===== config.mk =====
export PLATFORM = sky130hd
export DESIGN_NAME = ulam_spiral_prime_walker
export DESIGN_NICKNAME = d
export VERILOG_FILES = /design/src/rtl/usp_pkg.sv /design/src/rtl/usp_prime.sv /design/src/rtl/ulam_spiral_prime_walker.sv
export VERILOG_INCLUDE_DIRS = /design/src /design/src/rtl
export SDC_FILE = /design/constraint.sdc
export NUM_CORES = 1
export LEC_CHECK = 0
export ABC_CLOCK_PERIOD_IN_PS = 13700
export BUFFER_PORTS_ARGS = -buffer_cell sky130_fd_sc_hd__buf_2
export CAP_MARGIN = 20
export CORE_UTILIZATION = 69
export CTS_CLUSTER_SIZE = 24
export DETAILED_ROUTE_END_ITERATION = 12
export PLACE_DENSITY = 0.95
export SYNTH_ARGS = -nofsm -noshare
export SYNTH_HDL_FRONTEND = slang
export SYNTH_HIERARCHICAL = 1
export SYNTH_SLANG_ARGS = --single-unit
export TNS_END_PERCENT = 5

===== constraint.sdc =====
create_clock -name i_clk -period 13.7 [get_ports i_clk]
set_clock_uncertainty 0.05 [all_clocks]
set_input_delay 0.685 -clock i_clk [delete_from_list [all_inputs] [get_ports i_clk]]
set_output_delay 0.685 -clock i_clk [all_outputs]
set_load 0.01 [all_outputs]

===== src/rtl/ulam_spiral_prime_walker_defines.svh =====
// Assertion macros for the Ulam spiral prime walker.
// Included by the RTL files that carry concurrent assertions; no dependencies.
`ifndef ULAM_SPIRAL_PRIME_WALKER_DEFINES_SVH
`define ULAM_SPIRAL_PRIME_WALKER_DEFINES_SVH
`ifndef SYNTHESIS
`define USP_ASSERT_IMPLY(label, clk, rst_n, ante, cons) \
    label: assert property (@(posedge clk) disable iff (!rst_n) (ante) |-> (cons)) \
        else $error("usp assertion failed");
`define USP_ASSERT_NEXT(label, clk, rst_n, ante, cons) \
    label: assert property (@(posedge clk) disable iff (!rst_n) (ante) |=> (cons)) \
        else $error("usp assertion failed");
`else
`define USP_ASSERT_IMPLY(label, clk, rst_n, ante, cons)
`define USP_ASSERT_NEXT(label, clk, rst_n, ante, cons)
`endif
`endif


===== src/rtl/usp_pkg.sv =====
// Package for the Ulam spiral prime walker: widths, codes and shared types.
// No dependencies; used by usp_prime and ulam_spiral_prime_walker.
package usp_pkg;

    localparam int COORD_BITS    = 11;
    localparam int NUMBER_BITS   = 21;
    localparam int LIMIT_BITS    = 9;
    localparam int CFG_IDX_BITS  = 2;
    localparam int CMP_BITS      = ((COORD_BITS > LIMIT_BITS) ? COORD_BITS : LIMIT_BITS) + 1;
    localparam int DIV_BITS      = NUMBER_BITS / 2 + 2;
    localparam int SQ_BITS       = 2 * DIV_BITS;
    localparam int RADIX         = 3;
    localparam int ITERS         = (NUMBER_BITS + RADIX - 1) / RADIX;
    localparam int DIVIDEND_BITS = ITERS * RADIX;
    localparam int CNT_BITS      = $clog2(ITERS);

    localparam logic [CFG_IDX_BITS-1:0] REG_X_LIMIT = CFG_IDX_BITS'(0);
    localparam logic [CFG_IDX_BITS-1:0] REG_Y_LIMIT = CFG_IDX_BITS'(1);
    localparam logic [LIMIT_BITS-1:0]   LIMIT_RESET = LIMIT_BITS'(150);

    localparam logic [1:0] HEAD_RIGHT = 2'd0;
    localparam logic [1:0] HEAD_UP    = 2'd1;
    localparam logic [1:0] HEAD_LEFT  = 2'd2;
    localparam logic [1:0] HEAD_DOWN  = 2'd3;

    typedef struct packed {
        logic                   start;
        logic [NUMBER_BITS-1:0] number;
    } t_prime_req;

    typedef struct packed {
        logic done;
        logic is_prime;
    } t_prime_rsp;

endpackage


===== src/rtl/usp_prime.sv =====
// Trial-division primality checker: one shared square/remainder datapath
// stepped by a small sequencer, three quotient bits per cycle. Uses usp_pkg.
`include "ulam_spiral_prime_walker_defines.svh"
module usp_prime (
    input  logic                i_clk,
    input  logic                i_rst_n,
    input  usp_pkg::t_prime_req i_req,
    output usp_pkg::t_prime_rsp o_rsp
);

    localparam logic [2:0] P_IDLE = 3'd0;
    localparam logic [2:0] P_SQ   = 3'd1;
    localparam logic [2:0] P_CMP  = 3'd2;
    localparam logic [2:0] P_DIV  = 3'd3;
    localparam logic [2:0] P_TEST = 3'd4;

    logic [2:0]                      r_state, n_state;
    logic [usp_pkg::NUMBER_BITS-1:0]   r_n, n_n;
    logic [usp_pkg::DIV_BITS-1:0]      r_d, n_d;
    logic [usp_pkg::SQ_BITS-1:0]       r_sq, n_sq;
    logic [usp_pkg::DIV_BITS-1:0]      r_rem, n_rem;
    logic [usp_pkg::DIVIDEND_BITS-1:0] r_shift, n_shift;
    logic [usp_pkg::CNT_BITS-1:0]      r_cnt, n_cnt;
    logic                            r_done, n_done;
    logic                            r_prime, n_prime;

    logic [usp_pkg::DIV_BITS-1:0]      w_rem;
    logic [usp_pkg::DIVIDEND_BITS-1:0] w_shift;

    // remainder step: RADIX restoring subtract stages
    always_comb begin
        logic [usp_pkg::DIV_BITS:0] t;
        w_rem   = r_rem;
        w_shift = r_shift;
        t       = '0;
        for (int k = 0; k < usp_pkg::RADIX; k++) begin
            t = {w_rem, w_shift[usp_pkg::DIVIDEND_BITS-1]};
            if (t >= {1'b0, r_d}) begin
                t = t - {1'b0, r_d};
            end
            w_rem   = t[usp_pkg::DIV_BITS-1:0];
            w_shift = {w_shift[usp_pkg::DIVIDEND_BITS-2:0], 1'b0};
        end
    end

    always_comb begin
        n_state = r_state;
        n_n     = r_n;
        n_d     = r_d;
        n_sq    = r_sq;
        n_rem   = r_rem;
        n_shift = r_shift;
        n_cnt   = r_cnt;
        n_done  = 1'b0;
        n_prime = r_prime;
        case (r_state)
            P_IDLE: begin
                n_d = usp_pkg::DIV_BITS'(2);
                if (i_req.start) begin
                    n_n = i_req.number;
                    if (i_req.number < usp_pkg::NUMBER_BITS'(2)) begin
                        n_done  = 1'b1;
                        n_prime = 1'b0;
                    end else begin
                        n_state = P_SQ;
                    end
                end
            end
            P_SQ: begin
                n_sq    = usp_pkg::SQ_BITS'(r_d) * usp_pkg::SQ_BITS'(r_d);
                n_state = P_CMP;
            end
            P_CMP: begin
                if (r_sq > usp_pkg::SQ_BITS'(r_n)) begin
                    n_done  = 1'b1;
                    n_prime = 1'b1;
                    n_state = P_IDLE;
                end else begin
                    n_rem   = '0;
                    n_shift = usp_pkg::DIVIDEND_BITS'(r_n);
                    n_cnt   = '0;
                    n_state = P_DIV;
                end
            end
            P_DIV: begin
                n_rem   = w_rem;
                n_shift = w_shift;
                n_cnt   = r_cnt + usp_pkg::CNT_BITS'(1);
                if (r_cnt == usp_pkg::CNT_BITS'(usp_pkg::ITERS - 1)) begin
                    n_state = P_TEST;
                end
            end
            P_TEST: begin
                if (r_rem == '0) begin
                    n_done  = 1'b1;
                    n_prime = 1'b0;
                    n_state = P_IDLE;
                end else begin
                    n_d     = r_d + usp_pkg::DIV_BITS'(1);
                    n_state = P_SQ;
                end
            end
            default: begin
                n_state = P_IDLE;
            end
        endcase
    end

    always_ff @(posedge i_clk) begin
        if (!i_rst_n) begin
            r_state <= P_IDLE;
            r_done  <= 1'b0;
            r_d     <= usp_pkg::DIV_BITS'(2);
        end else begin
            r_state <= n_state;
            r_done  <= n_done;
            r_d     <= n_d;
        end
        r_n     <= n_n;
        r_sq    <= n_sq;
        r_rem   <= n_rem;
        r_shift <= n_shift;
        r_cnt   <= n_cnt;
        r_prime <= n_prime;
    end

    assign o_rsp.done     = r_done;
    assign o_rsp.is_prime = r_prime;

    `USP_ASSERT_IMPLY(a_done_idle, i_clk, i_rst_n, r_done, r_state == P_IDLE)
    `USP_ASSERT_IMPLY(a_rem_below_div, i_clk, i_rst_n, r_state == P_DIV, r_rem < r_d)
    `USP_ASSERT_IMPLY(a_div_min, i_clk, i_rst_n, r_state != P_IDLE, r_d >= usp_pkg::DIV_BITS'(2))

endmodule


===== src/rtl/ulam_spiral_prime_walker.sv =====
// Flow: an accepted cell waits in a busy state while usp_prime runs square, compare,
// remainder and test for each divisor; a cell numbered 0 or 1 answers at once. A
// finished-walk item skips the busy state. From the finish state the beat is registered
// into the output register once that register is free.
// Throughput: one item at a time; the next item is taken while a result beat waits.
// Reset (synchronous, active low): walk back at number 1, limits at 150, idle.
`include "ulam_spiral_prime_walker_defines.svh"
module ulam_spiral_prime_walker (
    input  logic                                i_clk,
    input  logic                                i_rst_n,
    input  logic                                i_in_valid,
    output logic                                o_in_stall,
    input  logic                                i_restart,
    output logic                                o_out_valid,
    input  logic                                i_out_stall,
    output logic signed [usp_pkg::COORD_BITS-1:0] o_cell_x,
    output logic signed [usp_pkg::COORD_BITS-1:0] o_cell_y,
    output logic [usp_pkg::NUMBER_BITS-1:0]     o_cell_number,
    output logic                                o_is_prime,
    output logic                                o_finished,
    input  logic                                i_cfg_valid,
    output logic                                o_cfg_ready,
    input  logic [usp_pkg::CFG_IDX_BITS-1:0]    i_cfg_index,
    input  logic [usp_pkg::LIMIT_BITS-1:0]      i_cfg_data
);

    localparam logic [1:0] S_IDLE = 2'd0;
    localparam logic [1:0] S_BUSY = 2'd1;
    localparam logic [1:0] S_FIN  = 2'd2;

    logic [1:0]                      r_state;
    logic [usp_pkg::LIMIT_BITS-1:0]  r_x_limit, r_y_limit;
    logic [usp_pkg::COORD_BITS-1:0]  r_pos_x, r_pos_y, r_leg, r_steps;
    logic [1:0]                      r_heading;
    logic [usp_pkg::NUMBER_BITS-1:0] r_next_num;
    logic                            r_walk_done;

    logic [usp_pkg::COORD_BITS-1:0]  r_cell_x, r_cell_y;
    logic [usp_pkg::NUMBER_BITS-1:0] r_cell_num;
    logic                            r_cell_prime, r_cell_fin;

    logic                            r_out_valid;
    logic [usp_pkg::COORD_BITS-1:0]  r_out_x, r_out_y;
    logic [usp_pkg::NUMBER_BITS-1:0] r_out_num;
    logic                            r_out_prime, r_out_fin;

    logic [usp_pkg::COORD_BITS-1:0]  w_x, w_y, w_leg, w_steps;
    logic [1:0]                      w_head;
    logic [usp_pkg::NUMBER_BITS-1:0] w_num;
    logic                            w_done;

    logic                            in_acc, out_acc, out_free;
    usp_pkg::t_prime_req             prime_req;
    usp_pkg::t_prime_rsp             prime_rsp;

    assign in_acc      = i_in_valid && !o_in_stall;
    assign out_acc     = r_out_valid && !i_out_stall;
    assign out_free    = !r_out_valid || !i_out_stall;
    assign o_in_stall  = (r_state != S_IDLE);
    assign o_cfg_ready = 1'b1;

    // walk step for one beat
    always_comb begin
        logic                                 horiz, origin;
        logic signed [usp_pkg::CMP_BITS-1:0]  c, lim;
        w_x    = i_restart ? '0 : r_pos_x;
        w_y    = i_restart ? '0 : r_pos_y;
        w_head = i_restart ? usp_pkg::HEAD_RIGHT : r_heading;
        w_leg  = i_restart ? '0 : r_leg;
        w_steps = i_restart ? '0 : r_steps;
        w_num  = i_restart ? usp_pkg::NUMBER_BITS'(1) : r_next_num;
        w_done = i_restart ? 1'b0 : r_walk_done;
        origin = 1'b0;
        horiz  = ~w_head[0];
        c      = usp_pkg::CMP_BITS'($signed(horiz ? w_x : w_y));
        lim    = $signed(usp_pkg::CMP_BITS'(horiz ? r_x_limit : r_y_limit));
        if (!w_done && w_steps == '0) begin
            if (c >= lim) begin
                w_done = 1'b1;
            end else begin
                origin = (w_leg == '0);
                if (horiz && w_leg != '1) begin
                    w_leg = w_leg + usp_pkg::COORD_BITS'(1);
                end
                w_steps = w_leg;
            end
        end
        if (!w_done && !origin) begin
            case (w_head)
                usp_pkg::HEAD_RIGHT: w_x = w_x + usp_pkg::COORD_BITS'(1);
                usp_pkg::HEAD_UP:    w_y = w_y + usp_pkg::COORD_BITS'(1);
                usp_pkg::HEAD_LEFT:  w_x = w_x - usp_pkg::COORD_BITS'(1);
                default:             w_y = w_y - usp_pkg::COORD_BITS'(1);
            endcase
            w_steps = w_steps - usp_pkg::COORD_BITS'(1);
            if (w_steps == '0) begin
                w_head = w_head + 2'd1;
            end
        end
    end

    assign prime_req.start  = in_acc && !w_done;
    assign prime_req.number = w_num;

    usp_prime u_prime (
        .i_clk   (i_clk),
        .i_rst_n (i_rst_n),
        .i_req   (prime_req),
        .o_rsp   (prime_rsp)
    );

    always_ff @(posedge i_clk) begin
        if (!i_rst_n) begin
            r_state     <= S_IDLE;
            r_x_limit   <= usp_pkg::LIMIT_RESET;
            r_y_limit   <= usp_pkg::LIMIT_RESET;
            r_pos_x     <= '0;
            r_pos_y     <= '0;
            r_heading   <= usp_pkg::HEAD_RIGHT;
            r_leg       <= '0;
            r_steps     <= '0;
            r_next_num  <= usp_pkg::NUMBER_BITS'(1);
            r_walk_done <= 1'b0;
            r_out_valid <= 1'b0;
        end else begin
            if (i_cfg_valid && o_cfg_ready) begin
                if (i_cfg_index == usp_pkg::REG_X_LIMIT) begin
                    r_x_limit <= i_cfg_data;
                end else if (i_cfg_index == usp_pkg::REG_Y_LIMIT) begin
                    r_y_limit <= i_cfg_data;
                end
            end
            if (r_state == S_FIN && out_free) begin
                r_out_valid <= 1'b1;
            end else if (out_acc) begin
                r_out_valid <= 1'b0;
            end
            case (r_state)
                S_IDLE: begin
                    if (in_acc) begin
                        r_pos_x     <= w_x;
                        r_pos_y     <= w_y;
                        r_heading   <= w_head;
                        r_leg       <= w_leg;
                        r_steps     <= w_steps;
                        r_walk_done <= w_done;
                        r_next_num  <= w_done ? w_num : w_num + usp_pkg::NUMBER_BITS'(1);
                        r_state     <= w_done ? S_FIN : S_BUSY;
                    end
                end
                S_BUSY: begin
                    if (prime_rsp.done) begin
                        r_state <= S_FIN;
                    end
                end
                S_FIN: begin
                    if (out_free) begin
                        r_state <= S_IDLE;
                    end
                end
                default: begin
                    r_state <= S_IDLE;
                end
            endcase
        end
        if (r_state == S_IDLE && in_acc) begin
            r_cell_x     <= w_done ? '0 : w_x;
            r_cell_y     <= w_done ? '0 : w_y;
            r_cell_num   <= w_done ? '0 : w_num;
            r_cell_fin   <= w_done;
            r_cell_prime <= 1'b0;
        end else if (r_state == S_BUSY && prime_rsp.done) begin
            r_cell_prime <= prime_rsp.is_prime;
        end
        if (r_state == S_FIN && out_free) begin
            r_out_x     <= r_cell_x;
            r_out_y     <= r_cell_y;
            r_out_num   <= r_cell_num;
            r_out_prime <= r_cell_prime;
            r_out_fin   <= r_cell_fin;
        end
    end

    assign o_out_valid   = r_out_valid;
    assign o_cell_x      = $signed(r_out_x);
    assign o_cell_y      = $signed(r_out_y);
    assign o_cell_number = r_out_num;
    assign o_is_prime    = r_out_prime;
    assign o_finished    = r_out_fin;

    `USP_ASSERT_NEXT(a_acc_busy, i_clk, i_rst_n, in_acc, r_state != S_IDLE)
    `USP_ASSERT_IMPLY(a_rsp_in_busy, i_clk, i_rst_n, prime_rsp.done, r_state == S_BUSY)
    `USP_ASSERT_IMPLY(a_out_from_fin, i_clk, i_rst_n, $rose(r_out_valid), $past(r_state) == S_FIN)

endmodule


== Yosys cells after proc, flatten, opt, wreduce, memory -nomap -nowiden ==
Cells that the tools add are included.

* Input bits: 17
* Memories: 0
* Latch bits: 0
* Register bits after elaboration: 277
* Output and inout bits: 48
* Bits in read-only memories: 0
* Word-level logic and storage cells: 173
* Bits in writable memories: 0

* Bitwise logic cells: 2
* Shift-type cells: 0
* $mul: 1
* Add/sub/neg operators: 13
* Reduce and logical (&&, ||, !) cells: 39
* Divide/modulo/power cells: 0
* Eq/ne operators: 22
* Mux-type cells: 60
* $lt $le $gt $ge: 6

{| class="wikitable"
|+ Operators with widths
! operator !! count
|-
| $mux W11 || 13
|-
| $mux W21 || 3
|-
| $mux W12 || 5
|-
| $pmux W12 S2 || 2
|-
| $pmux W11 S2 || 2
|-
| $pmux W21 S2 || 1
|-
| $ge A13 B12 Y1 || 3
|-
| $sub A12 B12 Y12 || 3
|-
| $add A11 B1 Y11 const B || 3
|-
| $logic_not A11 Y1 || 3
|-
| $sub A11 B1 Y11 const B || 3
|-
| $gt A24 B21 Y1 || 1
|-
| $mul A12 B12 Y24 || 1
|-
| $add A21 B1 Y21 const B || 1
|-
| $lt A21 B2 Y1 const B || 1
|-
| $mux W1 || 16
|-
| $mux W2 || 8
|-
| $pmux W3 S5 || 1
|-
| $add A12 B1 Y12 const B || 1
|-
| $logic_not A12 Y1 || 1
|-
| $mux W3 || 4
|-
| $ne A2 B2 Y1 const B || 6
|-
| $ge A11 B10 Y1 || 1
|-
| $ne A11 B11 Y1 const B || 1
|-
| 24 further kinds || 59
|}

== Logic depth before layout (Yosys ltp) ==
Gate-level depths: netlist of the first run.

* Depth in word-level cells: 10
* Mapped depth: 31
* Depth with buffers taken out: 28

== Hierarchy ==
Netlist of the first run, hierarchy kept.

{| class="wikitable"
|+ By module, submodules not included
! module !! seq. area each (µm²) !! cells an instance !! area each (µm²) !! instances
|-
| usp_prime || 2,752.6 || 992 || 9,746.8 || 1
|-
| ulam_spiral_prime_walker || 4,474.3 || 1,005 || 9,337.7 || 1
|}

== Worst setup path after synthesis of the first run ==
No wires, ideal clock.

* Path type: register to register
* Start: reg u_prime/r_d[2] (netlist name)
* End: reg u_prime/r_rem[9] (netlist name), data pin
* Clock period less this slack: 6.973 ns
* Setup time: 0.280 ns
* Slack: 6.727 ns
* Path buffers: 4
* Data arrival time: 6.643 ns
* Stages on the path, launching flop included: 31
* Data required time: 13.370 ns
* Cell sequence: dfxtp_1 > inv_1 > buf_1 > ha_1 > o21a_1 > o31a_1 > o41ai_4 > a21oi_1 > nor3_1 > buf_2 > mux2_2 > ha_1 > nand3_1 > a21oi_1 > o41a_1 > nor2_1 > a21oi_1 > a31oi_4 > buf_6 > mux2_2 > ha_1 > or2_2 > a21oi_1 > a31oi_1 > a41o_1 > o311a_1 > nor3_1 > o21ai_0 > nor2_2 > buf_6 > o41ai_4

* Word-level cells in the longest chain between the ends: 7
* Elaborated cells on any way between the ends: 10
* Those cells by class: 3 x add/sub; 3 x order compare; 4 x mux

{| class="wikitable"
|+ RTL lines
! element !! RTL line !! RTL
|-
| from (decl) || usp_prime.sv:19 || <nowiki>logic [usp_pkg::DIV_BITS-1:0] r_d, n_d;</nowiki>
|-
| from (signal assigned) || usp_prime.sv:113 || <nowiki>r_d <= usp_pkg::DIV_BITS'(2);</nowiki>
|-
| from (signal assigned) || usp_prime.sv:117 || <nowiki>r_d <= n_d;</nowiki>
|-
| $sub A12 B12 Y12 or $ge A13 B12 Y1 (tied branches) || usp_prime.sv:39, usp_prime.sv:38 ||
|-
| $mux W12 || usp_prime.sv:38 || <nowiki>if (t >= {1'b0, r_d}) begin</nowiki>
|-
| $sub A12 B12 Y12 or $ge A13 B12 Y1 (tied branches) || usp_prime.sv:39, usp_prime.sv:38 ||
|-
| $mux W12 || usp_prime.sv:38 ||
|-
| $sub A12 B12 Y12 or $ge A13 B12 Y1 (tied branches) || usp_prime.sv:39, usp_prime.sv:38 ||
|-
| $mux W12 * || usp_prime.sv:38 ||
|-
| $pmux W12 S2 * || usp_prime.sv:56 || <nowiki>case (r_state)</nowiki>
|-
| to (signal assigned) || usp_prime.sv:121 || <nowiki>r_rem <= n_rem;</nowiki>
|-
| to (decl) || usp_prime.sv:21 || <nowiki>logic [usp_pkg::DIV_BITS-1:0] r_rem, n_rem;</nowiki>
|}

Every way passes the cells marked *; elsewhere a longest branch is shown, timed or not.
A chain may end at the register's enable or synchronous reset.

== Worst setup path after layout of the first run ==
* Start: reg u_prime/r_d[5] (netlist name)
* End: reg u_prime/r_rem[11] (netlist name), data pin

The elaborated chain is that of the path after synthesis.

==> impl_metrics.py, run 1 <==
metrics = {
    "global_routing": {
        "grt.total_usage": 0.3650,
        "grt_pass1_wl_um": 82020,
        "antenna_found_initial": 0,
        "grt-ovfl-total": 0,
        "grt_pass1_vias": 15810,
        "grt_max_degree": 56,
    },
    "drt": {
        "route.detailed.drc": 0,
        "wirelength_um": 51260,
        "ant_nets": 0,
        "wl_per_cell_um": 21.51,
        "first_pass_iters": 8,
        "routed_via_density": 6.713,
        "drt_iter0_drc": 1896,
        "vias": 16000,
    },
    "placed_design": {
        "place.gp.congestion": 0.9647,
        "port_buffers": 63,
        "hpwl_um": 34760,
    },
    "worst_setup_path": {
        "arrival_ns": 8.70,
        "crit_fanout": 15,
        "reg2reg_slack_ns": 5.21,
        "rr_endpoint": "u_prime/r_rem[11]",
        "required_ns": 13.91,
        "r2r_start": "u_prime/r_d[5]",
        "cp-start-kind": "register",
        "crit_path_end_kind": "register",
        "criticalPathCategory": "register to register",
        "rr_worst_depth": 27,
    },
    "cells_and_area": {
        "nFillCells": 1629,
        "diodes": 0,
        "syn_to_final_growth_pct": 7.126,
        "drive_above_1_share": 0.09794,
        "fin_nets": 2275,
    },
    "clock_network": {
        "root_buffer": "clkbuf_16",
        "cts-resized-gates": 0,
        "cts-buffers-inserted": 27,
        "cts_tree": "built",
        "clockBufferDepth": 3,
        "post_cts_buffers": 0,
        "cts-htree-levels": 1,
        "path_clk_slew_ns": 0.06,
        "cts_hold_buf": 0,
        "clock-sinks": 276,
        "insertion_delay_ns": 0.55,
    },
    "synthesis": {
        "synthCells": 1997,
        "synth.top_cell.area_share": 0.2675,
        "seq_area_frac_synth": 0.3787,
        "synth-edff-count": 170,
        "synth_cell_types": 95,
        "ys_top_cells_by_area": "edfxtp_1, dfxtp_1, ha_1",
        "synth_nets": 2249,
        "synth.cell_area_um2": 19080,
        "synth.avg_cell_area_um2": 9.557,
        "yosysWarnings": 6,
        "synth-seq-cells": 276,
        "yosys.area.top_type": "edfxtp_1",
        "ys_top_cells_by_count": "nand2_1, nor2_1, edfxtp_1, ha_1, inv_1",
        "async_reset_ff_frac": 0,
        "ys.flop_type": "edfxtp_1",
        "yosysMostFrequentCell": "nand2_1",
    },
    "timing": {
        "relSlewSlack": 0.3108,
        "fin_crit_sh": 0.6197,
        "finalHoldViolCount": 0,
        "setup_viol": 0,
        "max_freq_ghz": 0.1178,
        "worst_hold_slack_ns": 0.3213,
        "rsz0062_at_grt": "no",
        "drv_slew": 0,
        "worst_slew_pin_slew_ns": 1.024,
        "tns_ns": 0,
        "min_period_ns": 8.490,
    },
    "power_and_ir_drop": {
        "powerDensity_nw_per_um2": 96.62,
        "ir_drop_v": 0.0001138,
        "power_leakage_uw": 0.008706,
    },
    "hold_path": {
        "hp-start": "i_cfg_data[7]",
        "worstHoldEndpoint": "r_x_limit[7]",
        "min_path_cells": 3,
        "min-delay-path-class": "input pin to register",
    },
    "floorplanning": {
        "core-area_um2": 27030,
        "die_area_um2": 28330,
        "initial_utilization": 0.7062,
        "die_h_um": 168.3,
        "rows": 60,
        "die_w_um": 168.3,
        "io_pins": 65,
    },
    "flow_run": {
        "drv_cap": 0,
    },
    "run_status": {
        "status": "complete, no violations",
    },
}
[how the worst max path moves through the flow]
stage                   startpoint           endpoint  slack [ns]  depth (start not counted)
floorplan           u_prime/r_d[2]   u_prime/r_rem[9]        6.73                         30
global placement    u_prime/r_d[5]  u_prime/r_rem[11]        5.73                         27
detailed placement  u_prime/r_d[5]  u_prime/r_rem[11]        5.58                         27
CTS                 u_prime/r_d[5]  u_prime/r_rem[11]        5.43                         27
global route        u_prime/r_d[5]  u_prime/r_rem[11]        4.76                         27
finish              u_prime/r_d[5]  u_prime/r_rem[11]        5.21                         27
[worst max-delay path, cell delays in order (launching register included)]
cell	delay, ns
dfxtp_1	0.61
clkinv_1	0.49
ha_1	0.41
a21oi_1	0.29
o21ai_0	0.14
nor2_1	0.10
a21oi_1	0.07
nor3_1	0.15
buf_4	0.22
mux2_2	0.37
ha_1	0.35
nand3_1	0.13
a21oi_1	0.07
o41a_1	0.41
nor2_1	0.18
a21oi_1	0.14
a31oi_4	0.51
mux2i_1	0.44
ha_1	0.32
nor2b_1	0.17
o2111ai_1	0.27
a31oi_1	0.21
a41o_1	0.35
o311a_1	0.34
nor3_1	0.25
o21ai_0	0.27
nor2_2	0.70
o41ai_1	0.18
[per-layer routing]
layer  track usage  share of wire  vias to the layer above
li1              -              -                     7043
met1        0.4542           0.37                     7589
met2        0.6146           0.48                     1109
met3       0.07099           0.10                      257
met4        0.1708          0.054                        0
met5             0              0                        -
[layout by cell type, fill, tap and decap left out, drive strengths merged, types with 15 or more instances in the layout]
cell / synthesis / layout
a211oi: 15 / 15
a21o: 21 / 21
a21oi: 126 / 126
a22oi: 15 / 15
and2: 22 / 22
and3: 17 / 17
buf: 22 / 78
clkbuf: 59 / 33
clkinv: 5 / 16
dfxtp: 106 / 106
edfxtp: 170 / 170
fa: 83 / 83
ha: 152 / 152
inv: 153 / 155
mux2: 28 / 28
mux2i: 21 / 21
nand2: 229 / 229
nand3: 44 / 44
nand4: 26 / 26
nor2: 209 / 209
nor2b: 52 / 52
nor3: 33 / 33
nor4: 22 / 22
o21a: 16 / 16
o21ai: 90 / 90
xnor2: 63 / 63
xor2: 33 / 33
[final cells by class]
class,instances,area [um^2],share of cell area
flip-flops and latches,276,7227,0.3535
inverters,158,595.6,0.02913
well taps,341,426.7,0.02087
repair buffers,78,432.9,0.02118
clock buffers,33,718.2,0.03513
clock inverters,15,117.6,0.005753
multi-input cells,1482,10930,0.5345
[cells by family (layout without fill, tap and decap cells)]
kind of cell             count (synthesis)  after routing  synth area share
flip-flops                             276            276            0.3787
adder cells (fa/ha/maj)                235            235            0.1867
other                                    1              1         0.0001965
AO/OA/AOI/OAI                          388            388            0.1368
XOR/XNOR                                96             96           0.04406
AND/OR/NAND/NOR                        713            713            0.1764
buffers and inverters                  239            284           0.04963
multiplexers                            49             49           0.02754
[metrics by stage]
stage | utilization | power (uW) | cell area, um^2 | instances | setup slack [ns]
2_1_floorplan | - | 1176 | 19080 | 1997 | 6.727
3_3_place_gp | 0.7248 | 1238 | 19590 | 2333 | 5.728
4_1_cts | 0.7557 | 1965 | 20420 | 2381 | 5.433
6_report | 0.7565 | 1975 | 20440 | 2383 | 5.210
3_5_place_dp | 0.7248 | 1255 | 19590 | 2333 | 5.581
5_1_grt | 0.7565 | 2035 | 20440 | 2383 | 4.759
[state kept, by name (all words and copies together), names as in the netlist, 9 cells and up]
register	cells
r_cell_x	11
r_cell_y	11
o_cell_y	11
r_leg	11
o_cell_x	11
u_prime/r_sq	23
r_x_limit	9
u_prime/r_shift	21
r_steps	11
u_prime/r_d	12
r_next_num	21
r_cell_num	21
r_y_limit	9
o_cell_number	21
r_pos_y	11
u_prime/r_n	21
u_prime/r_rem	12
r_pos_x	11
[report_power, final]
part	internal, uW	total, uW	switching (uW)
registers	929	955	26.7
clock network	393	715	322
logic	98.0	305	207
total	1420	1980	556
(Power assumes the default switching activity.)
==> run 2: changes to the inputs <==
- ABC_CLOCK_PERIOD_IN_PS: 13700 -> 8200
- CORE_UTILIZATION: 69 -> 64
- PLACE_DENSITY: 0.95 -> 0.91
- clock period: 13.7 -> 8.2 ns (I/O delays scaled with it)
==> run 2 against run 1 <==
Sequential share of layout area shrank 0.43 points; critical endpoint is now u_prime/r_rem[8]; largest cell class unchanged; critical path type unchanged; sequential power is 66% higher; clock-buffer cell count is 2 higher.
==> impl_metrics.py, run 2 (synthesized netlist as in run 1, its figures left out) <==
metrics = {
    "global_routing": {
        "grt_pass1_wl_um": 82010,
        "antenna_found_initial": 0,
        "grt_pass1_vias": 15870,
        "grt_max_degree": 69,
        "grt.total_usage": 0.3366,
        "grt-ovfl-total": 0,
    },
    "hold_path": {
        "worstHoldEndpoint": "r_y_limit[4]",
        "hp-start": "i_cfg_data[4]",
        "min-delay-path-class": "input pin to register",
        "min_path_cells": 3,
    },
    "floorplanning": {
        "initial_utilization": 0.6578,
        "die_w_um": 174.7,
        "die_h_um": 174.7,
        "core-area_um2": 29010,
        "io_pins": 65,
        "die_area_um2": 30510,
        "rows": 62,
    },
    "flow_run": {
        "drv_cap": 0,
    },
    "power_and_ir_drop": {
        "seq_power_share": 0.461,
        "power_leakage_uw": 0.008790,
        "finalPower_uw": 3457,
        "p_clk_frac": 0.395,
        "power.internal_uw": 2506,
        "switching_share": 0.2749,
        "power_frac_comb": 0.144,
        "p_sw_uw": 950.4,
        "powerDensity_nw_per_um2": 167.0,
        "ir_drop_v": 0.0001776,
    },
    "clock_network": {
        "path_clk_slew_ns": 0.07,
        "clockBufferDepth": 3,
        "cts-htree-levels": 1,
        "cts_tree": "built",
        "insertion_delay_ns": 0.57,
        "cts-buffers-inserted": 29,
        "cts_hold_buf": 0,
        "root_buffer": "clkbuf_16",
        "clock-sinks": 276,
    },
    "worst_setup_path": {
        "crit_top_cell": "a21oi_1",
        "required_ns": 8.41,
        "crit_path_end_kind": "register",
        "rr_worst_depth": 28,
        "max_stage_delay_ns": 0.52,
        "crit_slowest_cell": "dfxtp_1",
        "reg2reg_slack_ns": 0.54,
        "arrival_ns": 7.87,
        "crit_fanout": 14,
        "r2r_start": "u_prime/r_d[1]",
        "rr_endpoint": "u_prime/r_rem[8]",
        "criticalPathCategory": "register to register",
        "cp-start-kind": "register",
    },
    "drt": {
        "first_pass_iters": 6,
        "routed_via_density": 6.420,
        "wl_per_cell_um": 20.73,
        "vias": 15650,
        "ant_nets": 0,
        "drt_iter0_drc": 1893,
        "wirelength_um": 50530,
        "route.detailed.drc": 0,
    },
    "timing": {
        "rsz0062_at_grt": "no",
        "setup_viol": 0,
        "fin_crit_sh": 0.9339,
        "relSlewSlack": 0.2838,
        "worst_slew_pin_slew_ns": 1.071,
        "setup_slack_ns": 0.5418,
        "max_freq_ghz": 0.1306,
        "min_period_ns": 7.658,
        "drv_slew": 0,
        "finalHoldViolCount": 0,
        "tns_ns": 0,
    },
    "cells_and_area": {
        "mostFrequentLayoutCell": "nand2_1",
        "diodes": 0,
        "nFillCells": 1993,
        "post-route-util": 0.7133,
        "multi_input_area_um2": 10930,
        "seq_area_um2": 7227,
        "final_cell_mix": "nand2_1, nor2_1, edfxtp_1",
        "largest_register_ffs": 23,
        "top_register": "u_prime/r_sq",
        "syn_to_final_growth_pct": 8.431,
        "drive_above_1_share": 0.1042,
        "fin_nets": 2283,
    },
    "placed_design": {
        "hpwl_um": 34860,
        "place.gp.congestion": 0.9355,
        "port_buffers": 63,
        "dp_slack_ns": 0.7077,
    },
    "run_status": {
        "status": "complete, no violations",
    },
}
==> run 2: cell count changes in the layout (fill, tap and decap cells not counted), moves of 2 or more <==
cell / delta
bufinv_16: +3
clkinv_2: -3
clkinvlp_4: +2
clkbuf_16: +2
buf_4: +8
==> run 2: power groups by stage <==
stage                     Clock (uW)  Sequential, uW  Combinational, uW
after floorplan                    0            1610                354
after global placement             0            1620                451
after CTS                       1370            1590                485
after detailed placement           0            1620                474
after global routing            1430            1600                538
final                           1370            1590                498
==> run 2: what timing repair did <==
| item | 4_1_cts | 5_1_grt |
|---|---|---|
| setup buffers | 0 | 0 |
| setup endpoints to repair | 0 | 4 |
| gates resized for setup | 0 | 2 |
==> run 2: final cells by class <==
class,instances,share of cell area
multi-input combinational,1482,0.5283
sequential,276,0.3492
clock buffer,35,0.03664
inverter,158,0.02878
tap,384,0.02322
timing repair buffer,84,0.02286
clock inverter,19,0.01100
==> run 2: routing by layer <==
layer	track usage	routed length, um
met2	0.5751	24840
met5	0	0
met3	0.04939	4244
met1	0.4210	19080
met4	0.1565	2367
==> run 2: through the flow <==
step	hold WS, ns	instance area (um^2)	cells
after floorplan	0.3503	19080	1997
after CTS	0.03527	20690	2438
after global routing	0.05572	20690	2438
final	0.04790	20690	2438
after detailed placement	0.3554	19700	2384
after global placement	0.3512	19700	2384
==> run 2: worst max-delay path by stage <==
stage / start / to / slack [ns] / cells after the start
5_1_grt: u_prime/r_d[1] / u_prime/r_rem[11] / 0.05 / 28
3_5_place_dp: u_prime/r_d[1] / u_prime/r_rem[8] / 0.71 / 27
6_report: u_prime/r_d[1] / u_prime/r_rem[8] / 0.54 / 28
4_1_cts: u_prime/r_d[1] / u_prime/r_rem[8] / 0.63 / 27
3_3_place_gp: u_prime/r_d[1] / u_prime/r_rem[1] / 0.84 / 27
2_1_floorplan: u_prime/r_d[2] / u_prime/r_rem[9] / 1.23 / 30
==> run 2: worst max-delay path: cells and delay by family (launching register included) <==
family                   cells  cell delay, ns
buffers and inverters        3            0.69
AND/OR/NAND/NOR              7            1.28
multiplexers                 2            0.78
adder cells (fa/ha/maj)      3            1.07
flip-flops                   1            0.52
AO/OA/AOI/OAI               13            2.95
